<file path="src/design/cfr_pkg.sv">
// Shared types and constants for the CRC-checked frame receiver.
// No dependencies; imported by cfr_frame_core and the top level.
package cfr_pkg;

  // Result kinds
  typedef enum logic [1:0] {
    KIND_DATA = 2'd0,
    KIND_OK   = 2'd1,
    KIND_FAIL = 2'd2
  } kind_t;

  localparam int unsigned BYTE_W = 8;
  localparam int unsigned ADDR_W = 9;

  // Configuration register map (index = paddr[2])
  localparam int unsigned PADDR_W  = 3;
  localparam logic        REG_POLY = 1'b0;
  localparam logic        REG_OFFS = 1'b1;

  // Register reset values
  localparam logic [BYTE_W-1:0] POLY_RESET = 8'd137;
  localparam logic [BYTE_W-1:0] OFFS_RESET = 8'd0;

  // One result item
  typedef struct packed {
    kind_t             kind;
    logic [ADDR_W-1:0] store_address;
    logic [BYTE_W-1:0] store_data;
  } result_t;

endpackage

</file>
<file path="src/design/cfr_frame_core.sv">
// Frame parser: length / data / check byte sequencing and CRC-8 folding.
// Depends on cfr_pkg.
module cfr_frame_core import cfr_pkg::*; (
  input  logic              clk,
  input  logic              rst_n,
  input  logic              step,        // process one item this cycle
  input  logic [BYTE_W-1:0] rx_byte,
  input  logic [BYTE_W-1:0] crc_poly,
  input  logic [BYTE_W-1:0] start_offset,
  output logic              res_valid,
  output result_t           res
);

  logic              in_frame_r, in_frame_nxt;
  logic [BYTE_W-1:0] length_r, length_nxt;
  logic [BYTE_W-1:0] pos_r, pos_nxt;
  logic [BYTE_W-1:0] chk_r, chk_nxt;
  logic [BYTE_W-1:0] chk_fold;

  // Reflected CRC-8 byte update: xor in, then eight shift rounds
  function automatic logic [BYTE_W-1:0] fold_byte(
    input logic [BYTE_W-1:0] acc_in,
    input logic [BYTE_W-1:0] b,
    input logic [BYTE_W-1:0] poly
  );
    logic [BYTE_W-1:0] acc;
    acc = acc_in ^ b;
    for (int r = 0; r < BYTE_W; r++) begin
      if (acc[0]) acc = acc ^ poly;
      acc = acc >> 1;
    end
    return acc;
  endfunction

  assign chk_fold = fold_byte(chk_r, rx_byte, crc_poly);

  // Next state and result
  always_comb begin
    in_frame_nxt = in_frame_r;
    length_nxt   = length_r;
    pos_nxt      = pos_r;
    chk_nxt      = chk_r;
    res_valid    = 1'b0;
    res.kind          = KIND_DATA;
    res.store_address = '0;
    res.store_data    = '0;
    if (!in_frame_r) begin
      // length byte: open frame, no result
      in_frame_nxt = 1'b1;
      length_nxt   = rx_byte;
      pos_nxt      = '0;
      chk_nxt      = '0;
    end else begin
      chk_nxt   = chk_fold;
      res_valid = 1'b1;
      if (pos_r < length_r) begin
        res.kind          = KIND_DATA;
        res.store_address = {1'b0, start_offset} + {1'b0, pos_r};
        res.store_data    = rx_byte;
        pos_nxt           = pos_r + 1'b1;
      end else begin
        // check byte: report and wait for next length byte
        res.kind     = (chk_fold == '0) ? KIND_OK : KIND_FAIL;
        in_frame_nxt = 1'b0;
      end
    end
  end

  always_ff @(posedge clk) begin
    if (!rst_n) begin
      in_frame_r <= 1'b0;
      length_r   <= '0;
      pos_r      <= '0;
      chk_r      <= '0;
    end else if (step) begin
      in_frame_r <= in_frame_nxt;
      length_r   <= length_nxt;
      pos_r      <= pos_nxt;
      chk_r      <= chk_nxt;
    end
  end

endmodule

</file>
<file path="src/design/crc_checked_frame_receiver_top.sv">
// CRC-checked frame receiver. Each byte is registered on entry and then
// parsed into a registered result, so one item per cycle is sustained while
// out_stall does not hold the result register: an accepted item goes into the
// input register, then into the result register, which drives out_valid.
// Frames are a length byte, that many data bytes (each emitted with its
// buffer address), and a check byte whose CRC-8 fold must leave zero (OK)
// or else FAIL is reported. The length byte gives no result. Registers:
// 0x0 polynomial (reset 0x89), 0x4 start offset (reset 0); write them only
// while the block is idle.
// Depends on cfr_pkg and cfr_frame_core.
module crc_checked_frame_receiver_top import cfr_pkg::*; (
  input  logic               clk,
  input  logic               rst_n,
  // configuration port
  input  logic               psel,
  input  logic               penable,
  input  logic               pwrite,
  input  logic [PADDR_W-1:0] paddr,
  input  logic [31:0]        pwdata,
  output logic [31:0]        prdata,
  output logic               pready,
  // input channel
  input  logic               in_valid,
  output logic               in_stall,
  input  logic [BYTE_W-1:0]  in_rx_byte,
  // result channel
  output logic               out_valid,
  input  logic               out_stall,
  output logic [1:0]         out_kind,
  output logic [ADDR_W-1:0]  out_store_address,
  output logic [BYTE_W-1:0]  out_store_data
);

  logic [BYTE_W-1:0] poly_r, offs_r;
  logic              cfg_wr;
  logic              s1_valid_r;
  logic [BYTE_W-1:0] s1_byte_r;
  logic              out_ready;
  logic              step;
  logic              res_valid;
  result_t           res;
  logic              out_valid_r;
  result_t           out_r;

  // Configuration registers
  assign pready = 1'b1;
  assign cfg_wr = psel && penable && pwrite;

  always_ff @(posedge clk) begin
    if (!rst_n) begin
      poly_r <= POLY_RESET;
      offs_r <= OFFS_RESET;
    end else if (cfg_wr) begin
      unique case (paddr[2])
        REG_POLY: poly_r <= pwdata[BYTE_W-1:0];
        REG_OFFS: offs_r <= pwdata[BYTE_W-1:0];
        default:  ;
      endcase
    end
  end

  always_comb begin
    unique case (paddr[2])
      REG_POLY: prdata = {24'd0, poly_r};
      REG_OFFS: prdata = {24'd0, offs_r};
      default:  prdata = '0;
    endcase
  end

  // Handshake: stage 1 drains whenever the result register can take a value
  assign out_ready = !out_valid_r || !out_stall;
  assign step      = s1_valid_r && out_ready;
  assign in_stall  = s1_valid_r && !out_ready;

  // Input register
  always_ff @(posedge clk) begin
    if (!rst_n) begin
      s1_valid_r <= 1'b0;
    end else if (!in_stall) begin
      s1_valid_r <= in_valid;
    end
  end

  always_ff @(posedge clk) begin
    if (in_valid && !in_stall) begin
      s1_byte_r <= in_rx_byte;
    end
  end

  cfr_frame_core u_core (
    .clk          (clk),
    .rst_n        (rst_n),
    .step         (step),
    .rx_byte      (s1_byte_r),
    .crc_poly     (poly_r),
    .start_offset (offs_r),
    .res_valid    (res_valid),
    .res          (res)
  );

  // Result register
  always_ff @(posedge clk) begin
    if (!rst_n) begin
      out_valid_r <= 1'b0;
    end else if (out_ready) begin
      out_valid_r <= step && res_valid;
    end
  end

  always_ff @(posedge clk) begin
    if (step && res_valid) begin
      out_r <= res;
    end
  end

  assign out_valid         = out_valid_r;
  assign out_kind          = out_r.kind;
  assign out_store_address = out_r.store_address;
  assign out_store_data    = out_r.store_data;

endmodule

</file>
<file path="config.mk">
export PLATFORM = sky130hd
export DESIGN_NAME = crc_checked_frame_receiver_top
export DESIGN_NICKNAME = d
export VERILOG_FILES = /design/src/design/cfr_pkg.sv /design/src/design/cfr_frame_core.sv /design/src/design/crc_checked_frame_receiver_top.sv
export SDC_FILE = /design/constraint.sdc
export NUM_CORES = 1
export LEC_CHECK = 0
export ABC_AREA = 1
export CORE_ASPECT_RATIO = 1.5
export CORE_MARGIN = 1
export CORE_UTILIZATION = 65
export CTS_CLUSTER_SIZE = 10
export DETAILED_ROUTE_END_ITERATION = 7
export DONT_BUFFER_PORTS = 1
export PLACE_DENSITY_LB_ADDON = 0.05
export SLEW_MARGIN = 20
export SYNTH_ARGS = -nofsm -noshare
export SYNTH_HDL_FRONTEND = slang
export SYNTH_SLANG_ARGS = --single-unit
</file>
<file path="constraint.sdc">
create_clock -name clk -period 6.6 [get_ports clk]
set_clock_uncertainty 0.1 [all_clocks]
set_input_delay 0.33 -clock clk [delete_from_list [all_inputs] [get_ports clk]]
set_output_delay 0.33 -clock clk [all_outputs]
set_load 0.01 [all_outputs]
</file>
## Yosys cells after proc, flatten, opt, wreduce, memory -nomap -nowiden

Index checks and enable logic that the tools add are counted.

- Register bits after elaboration: 70
- Latch bits: 0
- RAM bits: 0
- ROM bits: 0
- Input bits: 50
- Output and inout bits: 54
- Logic and storage cells: 61
- Memories kept: 0

- $add $sub $neg: 2
- Multiply operators: 0
- Div/mod/pow operators: 0
- Magnitude comparators: 1
- Equality and inequality tests: 1
- Shift operators: 0
- Multiplexer cells: 16
- Bitwise logic cells: 11
- Reduce and logical (&&, ||, !) cells: 18

Operator list:

| kind | count |
|---|---|
| 8-bit two-way mux | 10 |
| 32-bit one-hot mux with 2 select lines | 1 |
| 7-bit by 8-bit bitwise XOR with 8-bit output | 7 |
| 8-bit bitwise XOR | 2 |
| 2-bit AND reduction | 5 |
| 8-bit by 8-bit adder with 9-bit output | 1 |
| 8-bit by 1-bit adder with 8-bit output, second input constant | 1 |
| 8-bit logical NOT | 1 |
| 8-bit < comparator | 1 |
| 7-bit two-way mux | 1 |
| 1-bit logical AND | 6 |
| 1-bit logical NOT | 4 |
| 1-bit two-way mux | 3 |
| 2-bit two-way mux | 1 |
| 2-bit != test, second input constant | 1 |
| 1-bit inverter | 2 |
| 2-bit OR reduction | 1 |
| 1-bit logical OR | 1 |

## Logic depth before layout (Yosys ltp)

Gate-level depths: netlist of the first run.

- Depth in word-level cells: 19
- Mapped depth: 33
- Depth with buffers taken out: 32

## Hierarchy

From an unflattened synthesis of the first run, not the netlist that was laid out.

- Cells, all modules: 689
- Area, all modules: 4880.9 um2

By module, submodules not included:

| module | instances | cells each | area an instance (um2) |
|---|---|---|---|
| cfr_frame_core | 1 | 496 | 2966.6 |
| crc_checked_frame_receiver_top | 1 | 193 | 1914.3 |

## Least setup slack after synthesis of the first run

Ideal clock, no wire load.

- Path kind: register -> register
- Start: reg s1_byte_r[0]
- End: reg out_r, in the netlist out_kind[1], data pin
- Setup time: 255 ps
- Arrival: 2769 ps
- Data required time: 6245 ps
- Path slack: 3476 ps
- Stages on the path, launching flop included: 28
- Clock period less this slack: 3124 ps
- Cells stage by stage: edfxtp_1 -> inv_2 -> nand2_1 -> nand2_2 -> nand3_2 -> nand3_2 -> nor2_1 -> nor2_4 -> nand3_2 -> nand2_4 -> nand2_1 -> nand2_2 -> nand2_4 -> nand2_1 -> nand2_1 -> nand2_2 -> buf_6 -> nand2_4 -> xor2_1 -> nand2_2 -> nand2_2 -> buf_6 -> nand2_2 -> inv_2 -> nor2_4 -> nand3_1 -> nor2_1 -> nor2_1

- Word-level cells in the longest chain between the ends: 17
- Elaborated cells on any way between the ends: 18
- Classes of those cells: mux: 9; bitwise: 8; reduce/logical: 1

Ends and longest elaborated chain:

| element | RTL line | text |
|---|---|---|
| from (decl) | crc_checked_frame_receiver_top.sv:37 | `logic [BYTE_W-1:0] s1_byte_r;` |
| from (signal assigned) | crc_checked_frame_receiver_top.sv:86 | `s1_byte_r <= in_rx_byte;` |
| 8-bit bitwise XOR * | cfr_frame_core.sv:27 | `acc = acc_in ^ b;` |
| 8-bit two-way mux * (2 in a row) | cfr_frame_core.sv:29 | `if (acc[0]) acc = acc ^ poly;` |
| 7-bit by 8-bit bitwise XOR with 8-bit output or 8-bit two-way mux (tied branches) | cfr_frame_core.sv:29 |  |
| 8-bit two-way mux * | cfr_frame_core.sv:29 |  |
| 7-bit by 8-bit bitwise XOR with 8-bit output or 8-bit two-way mux (tied branches) | cfr_frame_core.sv:29 |  |
| 8-bit two-way mux * | cfr_frame_core.sv:29 |  |
| 7-bit by 8-bit bitwise XOR with 8-bit output or 8-bit two-way mux (tied branches) | cfr_frame_core.sv:29 |  |
| 8-bit two-way mux * | cfr_frame_core.sv:29 |  |
| 7-bit by 8-bit bitwise XOR with 8-bit output or 8-bit two-way mux (tied branches) | cfr_frame_core.sv:29 |  |
| 8-bit two-way mux * | cfr_frame_core.sv:29 |  |
| 7-bit by 8-bit bitwise XOR with 8-bit output or 8-bit two-way mux (tied branches) | cfr_frame_core.sv:29 |  |
| 8-bit two-way mux * | cfr_frame_core.sv:29 |  |
| 7-bit by 8-bit bitwise XOR with 8-bit output or 8-bit two-way mux (tied branches) | cfr_frame_core.sv:29 |  |
| 8-bit two-way mux * | cfr_frame_core.sv:29 |  |
| 8-bit logical NOT * | cfr_frame_core.sv:63 | `res.kind = (chk_fold == '0) ? KIND_OK : KIND_FAIL;` |
| 2-bit two-way mux * | cfr_frame_core.sv:63 |  |
| to (signal assigned) | crc_checked_frame_receiver_top.sv:112 | `out_r <= res;` |
| to (decl) | crc_checked_frame_receiver_top.sv:43 | `result_t out_r;` |

Every way passes the cells marked *; elsewhere a longest branch is shown, timed or not.
A chain may end at the register's enable or synchronous reset.

## Worst setup path in the final report of the first run

- Start: reg poly_r[3]
- End: reg out_r, in the netlist out_kind[1], data pin

- Word-level cells in the longest chain between the ends: 17
- Elaborated cells on any way between the ends: 18
- Classes of those cells: mux: 9; bitwise: 8; reduce/logical: 1

Ends and longest elaborated chain:

| element | RTL line | text |
|---|---|---|
| from (decl) | crc_checked_frame_receiver_top.sv:34 | `logic [BYTE_W-1:0] poly_r, offs_r;` |
| from (signal assigned) | crc_checked_frame_receiver_top.sv:55 | `REG_POLY: poly_r <= pwdata[BYTE_W-1:0];` |
| 8-bit bitwise XOR | cfr_frame_core.sv:29 |  |
| 8-bit two-way mux | cfr_frame_core.sv:29 |  |
| 7-bit by 8-bit bitwise XOR with 8-bit output | cfr_frame_core.sv:29 |  |
| 8-bit two-way mux | cfr_frame_core.sv:29 |  |
| 7-bit by 8-bit bitwise XOR with 8-bit output | cfr_frame_core.sv:29 |  |
| 8-bit two-way mux (2 in a row) | cfr_frame_core.sv:29 |  |
| 7-bit by 8-bit bitwise XOR with 8-bit output | cfr_frame_core.sv:29 |  |
| 8-bit two-way mux | cfr_frame_core.sv:29 |  |
| 7-bit by 8-bit bitwise XOR with 8-bit output | cfr_frame_core.sv:29 |  |
| 8-bit two-way mux | cfr_frame_core.sv:29 |  |
| 7-bit by 8-bit bitwise XOR with 8-bit output | cfr_frame_core.sv:29 |  |
| 8-bit two-way mux | cfr_frame_core.sv:29 |  |
| 7-bit by 8-bit bitwise XOR with 8-bit output | cfr_frame_core.sv:29 |  |
| 8-bit two-way mux * | cfr_frame_core.sv:29 |  |
| 8-bit logical NOT * | cfr_frame_core.sv:63 |  |
| 2-bit two-way mux * | cfr_frame_core.sv:63 |  |

Marks and branches as above.

==> results.yml, run 1 <==
sta:
  drv_slew: 0
  hold_violations: 0
  rsz0062_at_grt: "false"
  fin_setup_tns_ns: 0
  tightest_slew_ns: 0.553
  max_freq_mhz: 259
  min_period_ns: 3.86
  max_slew_margin: 0.631
  finalCritPeriodShare: 0.585
  timing.hold.ws_ns: 0.0164
  setup_viol: 0
placement:
  dp_hpwl_um: 7590
  io_buffers: 0
  gp_congestion: 0.916
yosys:
  synth-seq-cells: 69
  syn_avg_cell_area_um2: 7.05
  synthArstFlopShare: 0
  synth_edf_count: 27
  ys_dominant_reg_cell: "dfxtp_1"
  yosysSeqAreaShare: 0.368
  yosysWarningCount: 0
  syn_inst: 636
  synth_cell_type_count: 36
  syn-cell-area_um2: 4490
clock_network:
  htree_levels: 3
  clk_pin_slew_ns: 0.08
  clockRootBuffer: "clkbuf_8"
  cts_made_buffers: 9
  clock_sinks: 69
  clk_latency_ns: 0.35
  clock_path_buffers: 2
  cts_resized: 0
  cts_tree: "built"
setup_path:
  cp_slowest_stage_delay_ns: 0.67
  setup.worst_path.class: "flip-flop to flip-flop"
  critPathRequiredTime_ns: 6.61
  cp-end-kind: "flip-flop"
  cp_slowest_cell: "dfxtp_1"
  cp.arrival_ns: 3.87
  reg2reg_depth: 25
  crit_fanout: 13
  path_common_cell: "nand2_1"
  critPathLaunchType: "flip-flop"
power:
  power.density_nw_per_um2: 226
  ir_drop_uv: 149
  p_leak_nw: 2.13
global_route:
  grt_pass1_wl_um: 16400
  grt-ovfl-total: 0
  grt_use_total: 0.288
  grt_pass1_vias: 3589
  grt_antenna_before_repair: 0
  grt_max_degree: 25
route:
  route.detailed.drc: 0
  ant_nets: 0
  routed_wl_um: 9950
  post_drt_wl_per_cell_um: 13.8
  num_vias: 3873
  drtIter0Drc: 181
  avgViaCountPerCell: 5.37
  drt_first_pass_iters: 7
job:
  cap_violations: 0
cells_and_area:
  antennaDiodeCount: 0
  drive_gt1_frac: 0.0729
  area_growth_pct: 4.91
  nets: 707
  layout_commonest_cell: "nand2_1"
  layout_common_cells: "nand2_1 (150), inv_1 (85), nor2_1 (69), nand3_1 (47)"
floorplan:
  rows: 36
  die_w_um: 69.8
  die_area_um2: 7250
  core_um2: 6580
  start_util: 0.682
  io_pins: 104
  die_y_um: 104
run_status:
  outcome: "completed"
min_path:
  hold-path-cell-count: 2
  min_path_type: "input port to flip-flop"
-- cell type report --
class | count | area [µm²]
clock buffer | 10 | 128
tap | 76 | 95.1
timing repair buffer | 12 | 115
sequential | 69 | 1650
clock inverter | 6 | 62.6
multi-input combinational | 457 | 2310
fill | 564 | 1870
inverter | 91 | 342
-- synthesized netlist by cell type (2+ instances only) --
cell type,n,share of area
nand2_1,150,0.13
inv_1,85,0.071
nor2_1,70,0.059
nand3_1,47,0.052
dfxtp_1,42,0.19
o21ai_0,42,0.047
a21oi_1,38,0.042
edfxtp_1,27,0.18
buf_4,25,0.042
ha_1,16,0.045
clkbuf_1,13,0.011
nand2_2,10,0.014
xnor2_1,10,0.020
nor3_1,9,0.010
xor2_1,8,0.016
nand3_2,7,0.016
nor3b_1,6,0.010
inv_2,4,0.0033
nand2_4,3,0.0075
buf_2,2,0.0022
buf_6,2,0.0050
clkinv_1,2,0.0017
conb_1,2,0.0017
nor2_4,2,0.0050
o21bai_1,2,0.0033
or2_2,2,0.0028
-- per-layer routing --
| metal | global-route usage | part of all wire | up-vias | wire, µm |
|---|---|---|---|---|
| met5 | 0 | 0 | - | 0 |
| met4 | 0.164 | 0.040 | 0 | 399 |
| met3 | 0.0545 | 0.034 | 33 | 340 |
| met2 | 0.519 | 0.53 | 87 | 5320 |
| met1 | 0.306 | 0.39 | 1770 | 3890 |
| li1 | - | - | 1983 | - |
-- registers in the layout, indices dropped and copies added, names as in the netlist --
signal / cells
out_store_address: 9
offs_r: 8
out_store_data: 8
poly_r: 8
s1_byte_r: 8
u_core.length_r: 8
u_core.pos_r: 8
u_core.chk_r: 7
out_kind: 2
out_valid: 1
s1_valid_r: 1
u_core.in_frame_r: 1
-- kinds of logic after synthesis --
logic type | count (synthesis) | synth area share
and+or+nand+nor | 311 | 0.311
buffers and inverters | 133 | 0.136
AOI/OAI and AO/OA | 86 | 0.0987
DFF | 69 | 0.368
xor gates and xnor gates | 18 | 0.0351
adders and majority gates | 17 | 0.0491
other | 2 | 0.00167
-- repair_timing --
item / CTS / global route
hold endpoints to repair: 9 / 2
buffers inserted: 0 / 0
hold buffers: 9 / 1
-- per-stage QoR --
step | total power, mW | worst slack [ns] | cell area (µm²) | util | std cells
after detailed placement | 0.731 | 2.79 | 4420 | 0.672 | 695
after global routing | 1.13 | 2.33 | 4710 | 0.716 | 721
after global placement | 0.722 | 2.86 | 4420 | 0.672 | 695
after CTS | 1.07 | 2.78 | 4700 | 0.714 | 720
final | 1.06 | 2.74 | 4710 | 0.716 | 721
after floorplan | 0.706 | 3.48 | 4570 | - | 659
-- worst max-delay path, delay by kind of cell, from the launching register on --
kind            cells  cell delay (ns)
compound gates      1             0.20
simple gates       22             2.42
flops               1             0.67
buf+inv             2             0.24
-- power by group --
part	internal, mW	switching (mW)
registers	0.456	0.0142
logic	0.0839	0.174
clock network	0.174	0.162
-- path summary, 6_finish.rpt --
kind                                         from                              end  slack, ns
setup / recovery           poly_r[3]$_SDFFE_PN1P_        out_kind[1]$_SDFFCE_PN0P_       2.74
hold / removal                              rst_n           offs_r[6]$_SDFFE_PN0P_       0.02
setup reg to reg           poly_r[3]$_SDFFE_PN1P_        out_kind[1]$_SDFFCE_PN0P_       2.74
hold reg to reg   u_core.length_r[7]$_SDFFE_PN0P_  u_core.length_r[7]$_SDFFE_PN0P_       0.36
No activity file was read; power rests on OpenSTA's default activity.
==> run 2, diff against run 1 <==
--- a/config.mk
+++ b/config.mk
@@ -5,10 +5,10 @@
 export SDC_FILE = /design/constraint.sdc
 export NUM_CORES = 1
 export LEC_CHECK = 0
-export ABC_AREA = 1
+export ABC_AREA = 0
 export CORE_ASPECT_RATIO = 1.5
 export CORE_MARGIN = 1
-export CORE_UTILIZATION = 65
+export CORE_UTILIZATION = 59
 export CTS_CLUSTER_SIZE = 10
 export DETAILED_ROUTE_END_ITERATION = 7
 export DONT_BUFFER_PORTS = 1
==> constraint.sdc (replaced) <==
create_clock -name clk -period 3.5 [get_ports clk]
set_clock_uncertainty 0.1 [all_clocks]
set_input_delay 0.175 -clock clk [delete_from_list [all_inputs] [get_ports clk]]
set_output_delay 0.175 -clock clk [all_outputs]
set_load 0.01 [all_outputs]
==> run 2 against run 1 <==
The flow now finishes with violations (negative setup slack). Design area increased by 50%. Critical path depth decreased by 10. Clock-buffer cell count decreased by 1. Maximum frequency decreased by 12%. Utilization increased by 11 points. Register-to-register slack got worse by 3.6 ns. Flip-flop and latch count unchanged. Global-route usage increased by 5.6 points. Hold slack improved by 0.048 ns. Critical path type unchanged. Largest cell class unchanged.
==> results.yml, run 2 <==
run_status:
  outcome: "complete, but fails checks"
  violations: "negative setup slack"
yosys:
  yosysWarningCount: 0
  synth-seq-cells: 69
  syn_avg_cell_area_um2: 8.55
  synth_edf_count: 27
  yosysMostFrequentCell: "nand2_1"
  syn_inst: 612
  synth_commonest_cells: "nand2_1 (93), nor2_1 (48), dfxtp_1 (42)"
  synth_area_leaders: "dfxtp_1 (16%), edfxtp_1 (15%), nand2_1 (6.7%)"
  syn-cell-area_um2: 5240
  yosysSeqAreaShare: 0.315
  synthArstFlopShare: 0
  synth_top_area_cell: "dfxtp_1"
  ys_dominant_reg_cell: "dfxtp_1"
  synth_cell_type_count: 87
  synth.top_cell.area_share: 0.161
placement:
  dp.cells: 799
  placed_cell_area_um2: 6040
  gp_congestion: 0.962
  io_buffers: 0
  place_ws_ns: -0.844
  dp_hpwl_um: 11300
clock_network:
  clk_latency_ns: 0.33
  clockRootBuffer: "clkbuf_16"
  cts_tree: "built"
  htree_levels: 3
  clock_sinks: 69
  clock_path_buffers: 2
  clk_pin_slew_ns: 0.06
  cts_made_buffers: 9
setup_path:
  cp.arrival_ns: 4.35
  crit_fanout: 6
  cp-end-kind: "flip-flop"
  critPathRequiredTime_ns: 3.49
  rrSetupSlack_ns: -0.87
  critPathLaunchType: "flip-flop"
  setup.worst_path.class: "flip-flop to flip-flop"
job:
  cap_violations: 0
sta:
  drv_slew: 0
  max_freq_mhz: 229
  rsz0062_at_grt: "true"
  min_period_ns: 4.37
  layout_setup_ws_ns: -0.868
  max_slew_margin: 0.480
  hold_violations: 0
  timing.hold.ws_ns: 0.0647
  finalCritPeriodShare: 1.25
  setup_viol: 9
  tightest_slew_ns: 0.778
power:
  comb_power_share: 0.419
  internal_power_mw: 2.06
  netSwitchingPower_mw: 1.01
  ir_drop_uv: 437
  p_leak_nw: 2.80
  p_sw_frac: 0.329
  clkPwrFrac: 0.292
  total_power_mw: 3.07
  seqPwrFrac: 0.289
  power.density_nw_per_um2: 435
route:
  routed_wl_um: 15900
  post_drt_wl_per_cell_um: 18.5
  drt_first_pass_iters: 7
  route.detailed.drc: 0
  avgViaCountPerCell: 5.87
  drtIter0Drc: 365
  ant_nets: 0
  num_vias: 5016
floorplan:
  die_w_um: 78.9
  die_area_um2: 9260
  io_pins: 104
  start_util: 0.615
  core_um2: 8520
  die_y_um: 117
  rows: 41
global_route:
  grt-ovfl-total: 0
  grt_antenna_before_repair: 0
  grt_max_degree: 37
  busiest_layer: "met2"
  use_met1: 0.368
  grt_pass1_wl_um: 24500
  grt_use_total: 0.343
  grt_pass1_vias: 4959
  use_met3: 0.0459
  grt_use_met2: 0.627
cells_and_area:
  nets: 810
  layout_commonest_cell: "buf_4"
  drive_gt1_frac: 0.305
  stdcell_count: 855
  largest_reg_flops: 9
  antennaDiodeCount: 0
  fillCellCount: 517
  area_growth_pct: 34.8
  finalInstanceArea_um2: 7060
  layout_common_cells: "buf_4 (121), nand2_1 (88), nor2_1 (46), dfxtp_1 (42)"
min_path:
  min_path_type: "input port to flip-flop"
## run 2: worst max-delay path, cell delays in order (launching register included)
cell and delay, ns:
edfxtp_1 0.53, xnor2_4 0.36, xnor2_4 0.21, mux2_4 0.34, a22oi_2 0.22, xnor2_2 0.19, xnor3_2 0.53, xnor2_2 0.18
a211oi_4 0.25, buf_4 0.16, a211oi_4 0.04, o2bb2ai_4 0.19, nand2_2 0.11, a2111oi_4 0.34, a21oi_2 0.07, o31a_1 0.30
## run 2: cell type report
cell class | instances | area (µm²) | area share
clock buffers | 9 | 225 | 0.0319
clock inverters | 7 | 75.1 | 0.0106
inverters | 21 | 78.8 | 0.0112
multi-input cells | 491 | 3680 | 0.521
flip-flops and latches | 69 | 1650 | 0.234
well taps | 107 | 134 | 0.0190
repair buffers | 151 | 1220 | 0.172
## run 2: cells by family after synthesis
group | count (synthesis) | share of synthesized area
and+or+nand+nor | 224 | 0.205
AOI/OAI and AO/OA | 154 | 0.216
buffers and inverters | 75 | 0.0784
DFF | 69 | 0.315
xor gates and xnor gates | 65 | 0.128
adders and majority gates | 17 | 0.0421
muxes | 6 | 0.0134
other | 2 | 0.00143
## run 2: stage by stage
step / TNS [ns] / util
final: -5.64 / 0.829
after global routing: -7.08 / 0.829
after CTS: -5.19 / 0.795
after detailed placement: -5.34 / 0.710
after global placement: -4.63 / 0.710
after floorplan: -3.03 / -
## run 2: timing repair
action / in CTS / in global routing
cloned: 0 / 1
hold buffers: 20 / 0
gates resized for setup: 26 / 48
endpoints found under the hold margin: 44 / 0
setup endpoints to repair: 9 / 9
pin swaps: 19 / 16
setup buffers: 13 / 9
## run 2: path summary, 6_finish.rpt
check / from / to / depth (start not counted)
min reg2reg: u_core.length_r[0]$_SDFFE_PN0P_ / u_core.length_r[0]$_SDFFE_PN0P_ / 2
max: s1_byte_r[2]$_DFFE_PP_ / out_kind[1]$_SDFFCE_PN0P_ / 15
min: paddr[2] / poly_r[6]$_SDFFE_PN0P_ / 3
max reg2reg: s1_byte_r[2]$_DFFE_PP_ / out_kind[1]$_SDFFCE_PN0P_ / 15
## run 2: metal layers
layer / up-vias / routed length (µm)
li1: 2375 / -
met1: 2405 / 5750
met2: 172 / 8510
met3: 64 / 602
met4: 0 / 985
met5: - / 0
## run 2: power groups by stage
stage          registers (mW)  clock network (mW)  logic, mW
6_report                0.886               0.895       1.29
5_1_grt                 0.889               0.941       1.37
4_1_cts                 0.885               0.906       1.11
3_5_place_dp            0.902                   0      0.981
3_3_place_gp            0.901                   0      0.964
2_1_floorplan           0.893                   0      0.644
==> run 3, diff against run 2 <==
--- a/config.mk
+++ b/config.mk
@@ -6,13 +6,14 @@
 export NUM_CORES = 1
 export LEC_CHECK = 0
 export ABC_AREA = 0
+export BUFFER_PORTS_ARGS = -buffer_cell sky130_fd_sc_hd__buf_4
 export CORE_ASPECT_RATIO = 1.5
 export CORE_MARGIN = 1
-export CORE_UTILIZATION = 59
+export CORE_UTILIZATION = 51
 export CTS_CLUSTER_SIZE = 10
 export DETAILED_ROUTE_END_ITERATION = 7
-export DONT_BUFFER_PORTS = 1
 export PLACE_DENSITY_LB_ADDON = 0.05
+export SKIP_CTS_REPAIR_TIMING = 1
 export SLEW_MARGIN = 20
 export SYNTH_ARGS = -nofsm -noshare
 export SYNTH_HDL_FRONTEND = slang
==> run 3 against run 2 <==
The flow finishes with violations (negative hold slack, negative setup slack). Global-route usage down 5.9 points. Clock power is 13% lower. Die area rose by 15%. Hold slack lost 0.080 ns. Sequential share of layout area down 0.14 points. Largest cell class unchanged. Highest routed layer unchanged.
==> results.yml, run 3 (same netlist as run 2, synthesis figures left out) <==
run_status:
  outcome: "complete, but fails checks"
  violations: "negative hold slack, negative setup slack"
placement:
  io_buffers: 52
  placed_cell_area_um2: 6410
  dp_hpwl_um: 11700
  gp_congestion: 0.892
floorplan:
  io_pins: 104
  die_w_um: 84.7
  core_um2: 9850
  die_y_um: 126
  start_util: 0.531
  rows: 44
  die_area_um2: 10700
route:
  post_drt_wl_per_cell_um: 17.3
  routed_wl_um: 15400
  avgViaCountPerCell: 5.61
  drt_first_pass_iters: 6
  ant_nets: 0
  num_vias: 4997
  drtIter0Drc: 216
  route.detailed.drc: 0
global_route:
  grt_antenna_before_repair: 0
  grt_pass1_wl_um: 23600
  grt-ovfl-total: 0
  grt_pass1_vias: 4871
  grt_use_total: 0.284
  grt_max_degree: 38
min_path:
  holdPathEnd: "poly_r[3]$_SDFFE_PN1P_"
  min_path_type: "input port to flip-flop"
  hold-path-cell-count: 3
  min_from: "pwdata[3]"
setup_path:
  rr_endpoint: "out_kind[1]$_SDFFCE_PN0P_"
  rrSetupSlack_ns: -1.00
  cp.arrival_ns: 4.48
  cp-end-kind: "flip-flop"
  setup.worst_path.class: "flip-flop to flip-flop"
  cp_slowest_cell: "edfxtp_1"
  cp_slowest_stage_delay_ns: 0.54
  reg2reg_depth: 15
  critPathLaunchType: "flip-flop"
  critPathRequiredTime_ns: 3.47
  worstReg2RegStart: "s1_byte_r[0]$_DFFE_PP_"
  crit_fanout: 6
  path_common_cell: "xnor2_2"
  worstPathCellList: "buf_4, xnor2_2, and4_1, a311o_1, or2_4, o21ai_4, a21oi_1, or3_4, a211o_4, a21boi_2, xnor3_2, xnor2_2, a32o_2, a31oi_4, o31a_1"
power:
  ir_drop_uv: 456
  p_leak_nw: 2.89
  power.density_nw_per_um2: 403
cells_and_area:
  finalInstanceArea_um2: 7100
  final_core_utilization: 0.721
  area_growth_pct: 35.6
  antennaDiodeCount: 0
  layout_commonest_cell: "buf_4"
  largest_reg_flops: 9
  fillCellCount: 779
  layout_common_cells: "buf_4 (162), nand2_1 (92), nor2_1 (45), dfxtp_1 (42), o21ai_0 (28)"
  drive_gt1_frac: 0.316
  nets: 838
clock_network:
  cts_tree: "built"
  htree_levels: 3
  clock_path_buffers: 2
  clockRootBuffer: "clkbuf_16"
  cts_made_buffers: 9
  clk_pin_slew_ns: 0.05
  clock_sinks: 69
  clk_latency_ns: 0.33
sta:
  min_period_ns: 4.50
  drv_slew: 0
  timing.hold.ws_ns: -0.0153
  layout_setup_ws_ns: -1.00
  max_freq_mhz: 222
  max_slew_margin: 0.522
  hold_violations: 1
  setup_viol: 9
  tightest_slew_ns: 0.715
  finalCritPeriodShare: 1.29
  rsz0062_at_grt: "true"
job:
  cap_violations: 0
## run 3: through the flow
stage | instances | setup slack, ns | TNS [ns] | total power, mW
after global placement | 855 | -0.818 | -5.16 | 1.91
after detailed placement | 855 | -0.871 | -5.52 | 1.93
after global routing | 891 | -1.10 | -7.14 | 2.98
after CTS | 871 | -0.880 | -5.82 | 2.70
after floorplan | 635 | -0.736 | -3.03 | 1.54
final | 891 | -1.00 | -6.09 | 2.86
## run 3: layout make-up
type | instances | area (µm²) | area share
multi-input cells | 492 | 3580 | 0.504
flip-flops and latches | 69 | 1650 | 0.233
repair buffers | 178 | 1390 | 0.196
clock buffers | 13 | 240 | 0.0338
well taps | 115 | 144 | 0.0203
inverters | 21 | 78.8 | 0.0111
clock inverters | 3 | 12.5 | 0.00176
## run 3: routing by layer
layer | part of all wire | GRT usage
met1 | 0.36 | 0.302
met2 | 0.56 | 0.551
met3 | 0.034 | 0.0256
met4 | 0.046 | 0.139
met5 | 0 | 0
## run 3: worst max-delay path by stage
stage / startpoint / slack (ns) / depth (start not counted) / end
3_3_place_gp: s1_byte_r[1]$_DFFE_PP_ / -0.82 / 14 / out_kind[0]$_SDFFCE_PN0P_
3_5_place_dp: s1_byte_r[0]$_DFFE_PP_ / -0.87 / 13 / out_kind[1]$_SDFFCE_PN0P_
6_report: s1_byte_r[0]$_DFFE_PP_ / -1.00 / 15 / out_kind[1]$_SDFFCE_PN0P_
5_1_grt: u_core.chk_r[0]$_SDFFE_PN0P_ / -1.10 / 16 / out_kind[1]$_SDFFCE_PN0P_
2_1_floorplan: s1_byte_r[0]$_DFFE_PP_ / -0.74 / 14 / out_kind[1]$_SDFFCE_PN0P_
4_1_cts: s1_byte_r[1]$_DFFE_PP_ / -0.88 / 14 / out_kind[0]$_SDFFCE_PN0P_
## run 3: critical path, delay by kind of cell (launching register included)
kind | cells | cell delay [ns]
AOI/OAI and AO/OA | 8 | 1.75
xor gates and xnor gates | 3 | 0.68
buffers and inverters | 1 | 0.22
DFF | 1 | 0.54
and+or+nand+nor | 3 | 0.94
## run 3: power breakdown
group,switching (mW),internal (mW),leakage (nW)
registers,0.0248,0.860,0.574
clock network,0.302,0.473,0.123
logic,0.605,0.597,2.19
